**src/c8fd_pkg.sv**
```systemverilog
// Shared types, codes and the CRC-8 byte update for the frame deframer.
`default_nettype none
package c8fd_pkg;

    localparam int COUNTER_WIDTH_DEF = 32;
    localparam int CFG_IDX_W         = 1;
    localparam int CFG_DATA_W        = 16;

    localparam logic [CFG_IDX_W-1:0] CFG_SOF_BYTE    = 1'd0;
    localparam logic [CFG_IDX_W-1:0] CFG_MAX_PAYLOAD = 1'd1;

    localparam logic [7:0] CRC_POLY = 8'h07;

    typedef enum logic [2:0] {
        KIND_BYTE    = 3'd0,
        KIND_GOOD    = 3'd1,
        KIND_LEN_ERR = 3'd2,
        KIND_CRC_ERR = 3'd3,
        KIND_MORE    = 3'd4
    } kind_t;

    // One received byte held in the input register.
    typedef struct packed {
        logic       valid;
        logic [7:0] rx_byte;
        logic       chunk_end;
    } in_item_t;

    // MSB-first CRC-8, one byte per call, unrolled over the eight bits.
    function automatic logic [7:0] crc8_next(input logic [7:0] crc, input logic [7:0] b);
        logic [7:0] c;
        c = crc ^ b;
        for (int k = 0; k < 8; k++) begin
            if (c[7])
                c = {c[6:0], 1'b0} ^ CRC_POLY;
            else
                c = {c[6:0], 1'b0};
        end
        return c;
    endfunction

endpackage
`default_nettype wire

```
**src/c8fd_in_stage.sv**
```systemverilog
// Input register: holds one received byte until the parser takes it.
`default_nettype none
module c8fd_in_stage
(
    input  wire logic              clk,
    input  wire logic              rst_n,
    input  wire logic              in_valid,
    output logic                   in_stall,
    input  wire logic [7:0]        rx_byte,
    input  wire logic              chunk_end,
    input  wire logic              take,
    output c8fd_pkg::in_item_t     item
);

    logic       valid_reg;
    logic       valid_next;
    logic [7:0] byte_reg;
    logic       end_reg;
    logic       load;

    // Refill whenever the register is empty or its byte leaves this cycle.
    assign load     = in_valid && (!valid_reg || take);
    assign in_stall = valid_reg && !take;

    always_comb
    begin
        valid_next = valid_reg;
        if (load)
            valid_next = 1'b1;
        else if (take)
            valid_next = 1'b0;
    end

    always_ff @(posedge clk or negedge rst_n)
    begin
        if (!rst_n)
            valid_reg <= 1'b0;
        else
            valid_reg <= valid_next;
    end

    always_ff @(posedge clk)
    begin
        if (load)
        begin
            byte_reg <= rx_byte;
            end_reg  <= chunk_end;
        end
    end

    assign item.valid     = valid_reg;
    assign item.rx_byte   = byte_reg;
    assign item.chunk_end = end_reg;

endmodule
`default_nettype wire

```
**src/c8fd_parser.sv**
```systemverilog
// Frame parser: phase machine, running CRC, frame counters and result register.
`default_nettype none
module c8fd_parser
#(
    parameter int COUNTER_WIDTH = c8fd_pkg::COUNTER_WIDTH_DEF
)
(
    input  wire logic               clk,
    input  wire logic               rst_n,
    input  wire c8fd_pkg::in_item_t item,
    output logic                    take,
    input  wire logic [7:0]         sof_byte,
    input  wire logic [15:0]        max_payload,
    output logic                    out_valid,
    input  wire logic               out_stall,
    output logic [2:0]              kind,
    output logic [7:0]              data_byte,
    output logic [15:0]             byte_index,
    output logic [7:0]              command,
    output logic [7:0]              sequence_res,
    output logic [15:0]             frame_payload_len,
    output logic [31:0]             good_frames,
    output logic [31:0]             bad_frames
);

    typedef enum logic [6:0] {
        PH_HUNT    = 7'b0000001,
        PH_LEN_LO  = 7'b0000010,
        PH_LEN_HI  = 7'b0000100,
        PH_CMD     = 7'b0001000,
        PH_SEQ     = 7'b0010000,
        PH_PAYLOAD = 7'b0100000,
        PH_CRC     = 7'b1000000
    } phase_t;

    phase_t                   phase_reg, phase_next;
    logic [15:0]              len_reg, len_next;
    logic [15:0]              cnt_reg, cnt_next;
    logic [7:0]               crc_reg, crc_next;
    logic [7:0]               cmd_reg, cmd_next;
    logic [7:0]               seq_reg, seq_next;
    logic [COUNTER_WIDTH-1:0] good_reg, good_next;
    logic [COUNTER_WIDTH-1:0] bad_reg, bad_next;
    logic                     out_valid_reg, out_valid_next;

    // Result payload registers.
    logic [2:0]  kind_reg;
    logic [7:0]  data_reg;
    logic [15:0] index_reg;
    logic [7:0]  rcmd_reg;
    logic [7:0]  rseq_reg;
    logic [15:0] rlen_reg;
    logic [31:0] rgood_reg;
    logic [31:0] rbad_reg;

    logic                     has_res;
    c8fd_pkg::kind_t          res_kind;
    logic [7:0]               res_data;
    logic [15:0]              res_index;
    logic [15:0]              res_len;
    logic [7:0]               b;
    logic [7:0]               crc_upd;
    logic [15:0]              len_full;
    logic [15:0]              cnt_inc;

    assign take    = item.valid && (!out_valid_reg || !out_stall);
    assign b       = item.rx_byte;
    assign crc_upd = c8fd_pkg::crc8_next(crc_reg, b);
    assign len_full = {b, len_reg[7:0]};
    assign cnt_inc  = cnt_reg + 16'd1;

    always_comb
    begin
        phase_next = phase_reg;
        len_next   = len_reg;
        cnt_next   = cnt_reg;
        crc_next   = crc_reg;
        cmd_next   = cmd_reg;
        seq_next   = seq_reg;
        good_next  = good_reg;
        bad_next   = bad_reg;
        has_res    = 1'b0;
        res_kind   = c8fd_pkg::KIND_MORE;
        res_data   = 8'd0;
        res_index  = 16'd0;
        res_len    = 16'd0;

        unique case (phase_reg)
            PH_HUNT:
            begin
                if (b == sof_byte)
                begin
                    len_next   = 16'd0;
                    cnt_next   = 16'd0;
                    cmd_next   = 8'd0;
                    seq_next   = 8'd0;
                    crc_next   = c8fd_pkg::crc8_next(8'd0, b);
                    phase_next = PH_LEN_LO;
                end
            end
            PH_LEN_LO:
            begin
                crc_next   = crc_upd;
                len_next   = {8'd0, b};
                phase_next = PH_LEN_HI;
            end
            PH_LEN_HI:
            begin
                crc_next = crc_upd;
                if (len_full > max_payload)
                begin
                    // Report the rejected length, then drop back to hunting.
                    bad_next   = bad_reg + 1'b1;
                    has_res    = 1'b1;
                    res_kind   = c8fd_pkg::KIND_LEN_ERR;
                    res_len    = len_full;
                    len_next   = 16'd0;
                    cnt_next   = 16'd0;
                    phase_next = PH_HUNT;
                end
                else
                begin
                    len_next   = len_full;
                    phase_next = PH_CMD;
                end
            end
            PH_CMD:
            begin
                crc_next   = crc_upd;
                cmd_next   = b;
                phase_next = PH_SEQ;
            end
            PH_SEQ:
            begin
                crc_next   = crc_upd;
                seq_next   = b;
                phase_next = (len_reg == 16'd0) ? PH_CRC : PH_PAYLOAD;
            end
            PH_PAYLOAD:
            begin
                crc_next  = crc_upd;
                has_res   = 1'b1;
                res_kind  = c8fd_pkg::KIND_BYTE;
                res_data  = b;
                res_index = cnt_reg;
                res_len   = len_reg;
                cnt_next  = cnt_inc;
                if (cnt_inc >= len_reg)
                    phase_next = PH_CRC;
            end
            PH_CRC:
            begin
                has_res = 1'b1;
                res_len = len_reg;
                if (crc_reg == b)
                begin
                    good_next = good_reg + 1'b1;
                    res_kind  = c8fd_pkg::KIND_GOOD;
                end
                else
                begin
                    bad_next = bad_reg + 1'b1;
                    res_kind = c8fd_pkg::KIND_CRC_ERR;
                end
                len_next   = 16'd0;
                cnt_next   = 16'd0;
                phase_next = PH_HUNT;
            end
            default:
            begin
                len_next   = 16'd0;
                cnt_next   = 16'd0;
                phase_next = PH_HUNT;
            end
        endcase

        // End of chunk with nothing else to say: ask for more.
        if (!has_res && item.chunk_end)
        begin
            has_res  = 1'b1;
            res_kind = c8fd_pkg::KIND_MORE;
            res_len  = len_next;
        end
    end

    always_comb
    begin
        out_valid_next = out_valid_reg;
        if (take)
            out_valid_next = has_res;
        else if (!out_stall)
            out_valid_next = 1'b0;
    end

    always_ff @(posedge clk or negedge rst_n)
    begin
        if (!rst_n)
        begin
            phase_reg     <= PH_HUNT;
            len_reg       <= 16'd0;
            cnt_reg       <= 16'd0;
            crc_reg       <= 8'd0;
            cmd_reg       <= 8'd0;
            seq_reg       <= 8'd0;
            good_reg      <= '0;
            bad_reg       <= '0;
            out_valid_reg <= 1'b0;
        end
        else
        begin
            out_valid_reg <= out_valid_next;
            if (take)
            begin
                phase_reg <= phase_next;
                len_reg   <= len_next;
                cnt_reg   <= cnt_next;
                crc_reg   <= crc_next;
                cmd_reg   <= cmd_next;
                seq_reg   <= seq_next;
                good_reg  <= good_next;
                bad_reg   <= bad_next;
            end
        end
    end

    always_ff @(posedge clk)
    begin
        if (take && has_res)
        begin
            kind_reg  <= res_kind;
            data_reg  <= res_data;
            index_reg <= res_index;
            rcmd_reg  <= cmd_next;
            rseq_reg  <= seq_next;
            rlen_reg  <= res_len;
            rgood_reg <= 32'(good_next);
            rbad_reg  <= 32'(bad_next);
        end
    end

    assign out_valid         = out_valid_reg;
    assign kind              = kind_reg;
    assign data_byte         = data_reg;
    assign byte_index        = index_reg;
    assign command           = rcmd_reg;
    assign sequence_res      = rseq_reg;
    assign frame_payload_len = rlen_reg;
    assign good_frames       = rgood_reg;
    assign bad_frames        = rbad_reg;

endmodule
`default_nettype wire

```
**src/crc8_frame_deframer.sv**
```systemverilog
// Top level of the byte-serial frame deframer with CRC-8 check.
//
//   channel | direction | handshake            | payload
//   --------+-----------+----------------------+----------------------------------------
//   input   | in        | in_valid / in_stall  | rx_byte, chunk_end
//   result  | out       | out_valid / out_stall| kind, data_byte, byte_index, command,
//           |           |                      | sequence_res, frame_payload_len,
//           |           |                      | good_frames, bad_frames
//   config  | in        | cfg_we               | cfg_index, cfg_data
//
// One byte is taken every cycle while the result register is empty or not stalled; a byte
// waits in the input register until the parser takes it, and its result (if any) is then
// loaded into the result register, from which it transfers.
// The single pass through the phase logic and the unrolled CRC-8 XOR tree sets that rate.
// Reset clears the phase machine, CRC, held header fields, counters and both valid flags;
// the start byte returns to 0xAA and the maximum payload to 255.
// A stalled result holds the parser; the input register then absorbs at most one more transfer
// before in_stall rises.
`default_nettype none
module crc8_frame_deframer
#(
    parameter int COUNTER_WIDTH = c8fd_pkg::COUNTER_WIDTH_DEF
)
(
    input  wire logic                            clk,
    input  wire logic                            rst_n,
    // configuration write port
    input  wire logic                            cfg_we,
    input  wire logic [c8fd_pkg::CFG_IDX_W-1:0]  cfg_index,
    input  wire logic [c8fd_pkg::CFG_DATA_W-1:0] cfg_data,
    // input channel
    input  wire logic                            in_valid,
    output logic                                 in_stall,
    input  wire logic [7:0]                      rx_byte,
    input  wire logic                            chunk_end,
    // result channel
    output logic                                 out_valid,
    input  wire logic                            out_stall,
    output logic [2:0]                           kind,
    output logic [7:0]                           data_byte,
    output logic [15:0]                          byte_index,
    output logic [7:0]                           command,
    output logic [7:0]                           sequence_res,
    output logic [15:0]                          frame_payload_len,
    output logic [31:0]                          good_frames,
    output logic [31:0]                          bad_frames
);

    logic [7:0]          sof_reg;
    logic [15:0]         max_len_reg;
    c8fd_pkg::in_item_t  item;
    logic                take;

    // Configuration registers: written by the user only while the block is idle; unenforced.
    always_ff @(posedge clk or negedge rst_n)
    begin
        if (!rst_n)
        begin
            sof_reg     <= 8'hAA;
            max_len_reg <= 16'd255;
        end
        else if (cfg_we)
        begin
            unique case (cfg_index)
                c8fd_pkg::CFG_SOF_BYTE:    sof_reg     <= cfg_data[7:0];
                c8fd_pkg::CFG_MAX_PAYLOAD: max_len_reg <= cfg_data;
                default:                   ;
            endcase
        end
    end

    // Hold the incoming byte until the parser can advance.
    c8fd_in_stage u_in_stage
    (
        .clk       (clk),
        .rst_n     (rst_n),
        .in_valid  (in_valid),
        .in_stall  (in_stall),
        .rx_byte   (rx_byte),
        .chunk_end (chunk_end),
        .take      (take),
        .item      (item)
    );

    // Parse the frame, update CRC and counters, register the result.
    c8fd_parser
    #(
        .COUNTER_WIDTH (COUNTER_WIDTH)
    )
    u_parser
    (
        .clk               (clk),
        .rst_n             (rst_n),
        .item              (item),
        .take              (take),
        .sof_byte          (sof_reg),
        .max_payload       (max_len_reg),
        .out_valid         (out_valid),
        .out_stall         (out_stall),
        .kind              (kind),
        .data_byte         (data_byte),
        .byte_index        (byte_index),
        .command           (command),
        .sequence_res      (sequence_res),
        .frame_payload_len (frame_payload_len),
        .good_frames       (good_frames),
        .bad_frames        (bad_frames)
    );

endmodule
`default_nettype wire

```
**config.mk**
```make
export PLATFORM = sky130hd
export DESIGN_NAME = crc8_frame_deframer
export DESIGN_NICKNAME = d
export VERILOG_FILES = /design/src/c8fd_pkg.sv /design/src/c8fd_in_stage.sv /design/src/c8fd_parser.sv /design/src/crc8_frame_deframer.sv
export SDC_FILE = /design/constraint.sdc
export NUM_CORES = 1
export LEC_CHECK = 0
export BUFFER_PORTS_ARGS = -buffer_cell sky130_fd_sc_hd__buf_2
export CORE_UTILIZATION = 28
export CTS_BUF_LIST = sky130_fd_sc_hd__clkbuf_16
export DETAILED_ROUTE_END_ITERATION = 8
export PLACE_DENSITY_LB_ADDON = 0.1
export SLEW_MARGIN = 20
export SYNTH_ARGS = -nofsm -noshare
export SYNTH_HDL_FRONTEND = slang
export SYNTH_SLANG_ARGS = --single-unit
```
**constraint.sdc**
```tcl
create_clock -name clk -period 7.4 [get_ports clk]
set_input_delay 0.37 -clock clk [delete_from_list [all_inputs] [get_ports clk]]
set_output_delay 0.37 -clock clk [all_outputs]
set_load 0.05 [all_outputs]
```
==> out/results.tsv <==
metric	value	unit
port bufs	155	
Slew HR	0.421	
Hold WC Path Type	input port to flop	
gpl congestion	0.761	
TritonCTS clock tree	yes	
status	finished, final reports clean	
power per cell area	297	nW/µm²
DR vias/cell	4.75	
Final Cycle Share	0.608	
slowest stage delay, CP	0.71	ns
Static Leak	6.98	nW
critical path data arrival time	4.66	ns
Post-CTS Resized	0	
syn_area_per_cell	11.3	µm²
net count after synthesis	1323	
Worst-Margin Slew	0.861	ns
post-layout min period	4.50	ns
detailed router's first-iteration violation count	747	
Final Cell Area	16900	µm²
num rows	82	
register bit total from synthesis	285	
total CTS buffers	36	
# diodes	0	
GRT Util Overall	0.155	
prevailing post-synth register cell	dfrtp_1	
slowest CP cell	edfxtp_1	
Starting Density	0.283	
fraction of layout cells with a size suffix above 1	0.198	
Cell variety after synth	58	
Critical Path RT	7.56	ns
CP cell instances	ha_1, nand4_1, nor4_1, a21boi_0, o31a_2, buf_4, nor3_1, nor2_4, buf_4	
I/O pins	156	
Clk pin slew, worst setup/hold paths	0.06	ns
commonest non-fill, non-tap cell in the layout	buf_2	
cell mode on critical path	buf_4	
Setup WS pre-CTS	2.84	ns
critical path depth	9	
largest net degree at the start of global routing	67	
Setup CP Type	flop to flop	
initial antenna violation count	0	
worst vdd ir	0.000118	V
DR pass1 iterations	5	
Core Area	50100	µm²
synthesized area	14200	µm²
Post-Synthesis Cells	1254	
postcts setup bufs	0	
r2r startpoint	u_in_stage.byte_reg[7]	
dpl cells	2028	
Worst Setup SP	u_in_stage.byte_reg[7]	
Max Fanout on Critical Path	66	
Setup crit end kind	flop	
grt ovf	0	
Post-synth EDFFs	132	
DP Wirelength	26700	µm
Worst Setup EP	u_parser.frame_payload_len[7]	
TNS Setup	0	ns
RR Endpoint	u_parser.frame_payload_len[7]	
total power	5.01	mW
CTS H-tree lvls	2	
cell family with most CP delay	buffers and inverters	
Setup crit start kind	flop	
area grow syn2layout	19.0	%
Final Max Slew Viols	0	
root buffer cell	clkbuf_16	
unrepaired setup endpoints after global routing	false	
Chip Height	227	µm
worst hold slack	0.0399	ns
Reg2Reg Depth	9	
final hold viol count	0	
Synth warnings	0	
ys async rst share	0.537	
Longest Clk Path Bufs	3	
register area share after synthesis	0.550	
routed len/inst	18.7	µm
Critical path buffers and inverters	2	
Layout Skew	0.0158	ns
Max Cap Violations	0	
reg2reg setup slack	2.90	ns
Max Clock Freq	222	MHz
Post-DP Area	15700	µm²
Residual DRC	0	
clock tree sinks	285	
Via Count	9963	
fin cells	2098	
first-pass GRT wire length	60700	µm
vias in the first global route	9951	
most frequent cells in the layout	154 x buf_2, 140 x dfrtp_1, 132 x edfxtp_1	
final setup margin	2.90	ns
final core utilization	0.337	
setup violators final	0	
Final nets	1467	
Worst-Skew Late Latency	0.54	ns
DIE WIDTH	227	µm
post-route ant nets	0	
WL final	39100	µm
die area	51600	µm²
[logic make-up after synthesis]
| kind of cell | synth area share |
|---|---|
| flops | 0.550 |
| simple gates | 0.125 |
| fa+ha+maj | 0.0335 |
| compound gates | 0.115 |
| buf+inv | 0.0347 |
| xor+xnor | 0.108 |
| mux | 0.0332 |
[worst min path at each step]
stage / startpoint / endpoint / depth (start not counted)
floorplan: rst_n / max_len_reg[10] / 0
global placement: rst_n / u_parser.cnt_reg[6] / 1
detailed placement: rst_n / u_parser.cnt_reg[6] / 1
CTS: rx_byte[0] / u_in_stage.byte_reg[0] / 1
global route: rx_byte[0] / u_in_stage.byte_reg[0] / 1
finish: rx_byte[0] / u_in_stage.byte_reg[0] / 1
[power breakdown]
part	leakage, nW	internal (mW)	switching, mW	total (mW)
registers	3.29	1.85	0.174	2.02
logic	3.09	0.424	0.827	1.25
clock network	0.601	1.05	0.696	1.74
total	6.98	3.32	1.70	5.01
[cells in the mapped netlist (21+ instances only)]
cell,instances,area share
ha_1,38,0.034
a22o_1,56,0.035
xnor2_1,125,0.077
o21ai_0,60,0.021
mux2_2,32,0.025
nor3_1,25,0.0088
inv_1,60,0.016
nand3_1,33,0.012
nand4_1,23,0.010
clkbuf_1,54,0.014
o211ai_1,21,0.011
edfxtp_1,132,0.28
nor2_1,69,0.018
dfrtp_1,140,0.25
xor2_1,50,0.031
and2_1,30,0.013
nand2_1,93,0.025
a21oi_1,37,0.013
[metal layers]
metal	vias up	track usage	share of wire
met1	4891	0.215	0.47
li1	4793	-	-
met5	-	0	0
met2	231	0.248	0.46
met4	0	0.0414	0.019
met3	48	0.0287	0.044
[worst register-to-register path, cell delays in order, from the launching register on]
cell,delay (ns)
edfxtp_1,0.71
ha_1,0.47
nand4_1,0.16
nor4_1,0.55
a21boi_0,0.42
o31a_2,0.18
buf_4,0.53
nor3_1,0.22
nor2_4,0.16
buf_4,0.63
[final cells by class]
class                           count  area [µm²]
Timing Repair Buffer              175         955
Multi-Input combinational cell    840        5890
Fill cell                        5152       33200
Sequential cell                   285        7810
Clock inverter                     29         238
Tap cell                          672         841
Inverter                           60         225
Clock buffer                       37         926
[repair_timing]
| action | 4_1_cts | 5_1_grt |
|---|---|---|
| hold endpoints to repair | 47 | 0 |
| endpoints found under the setup margin | 0 | 0 |
| hold buffers | 4 | 0 |
Note: power is estimated with default switching activity, not from simulation.
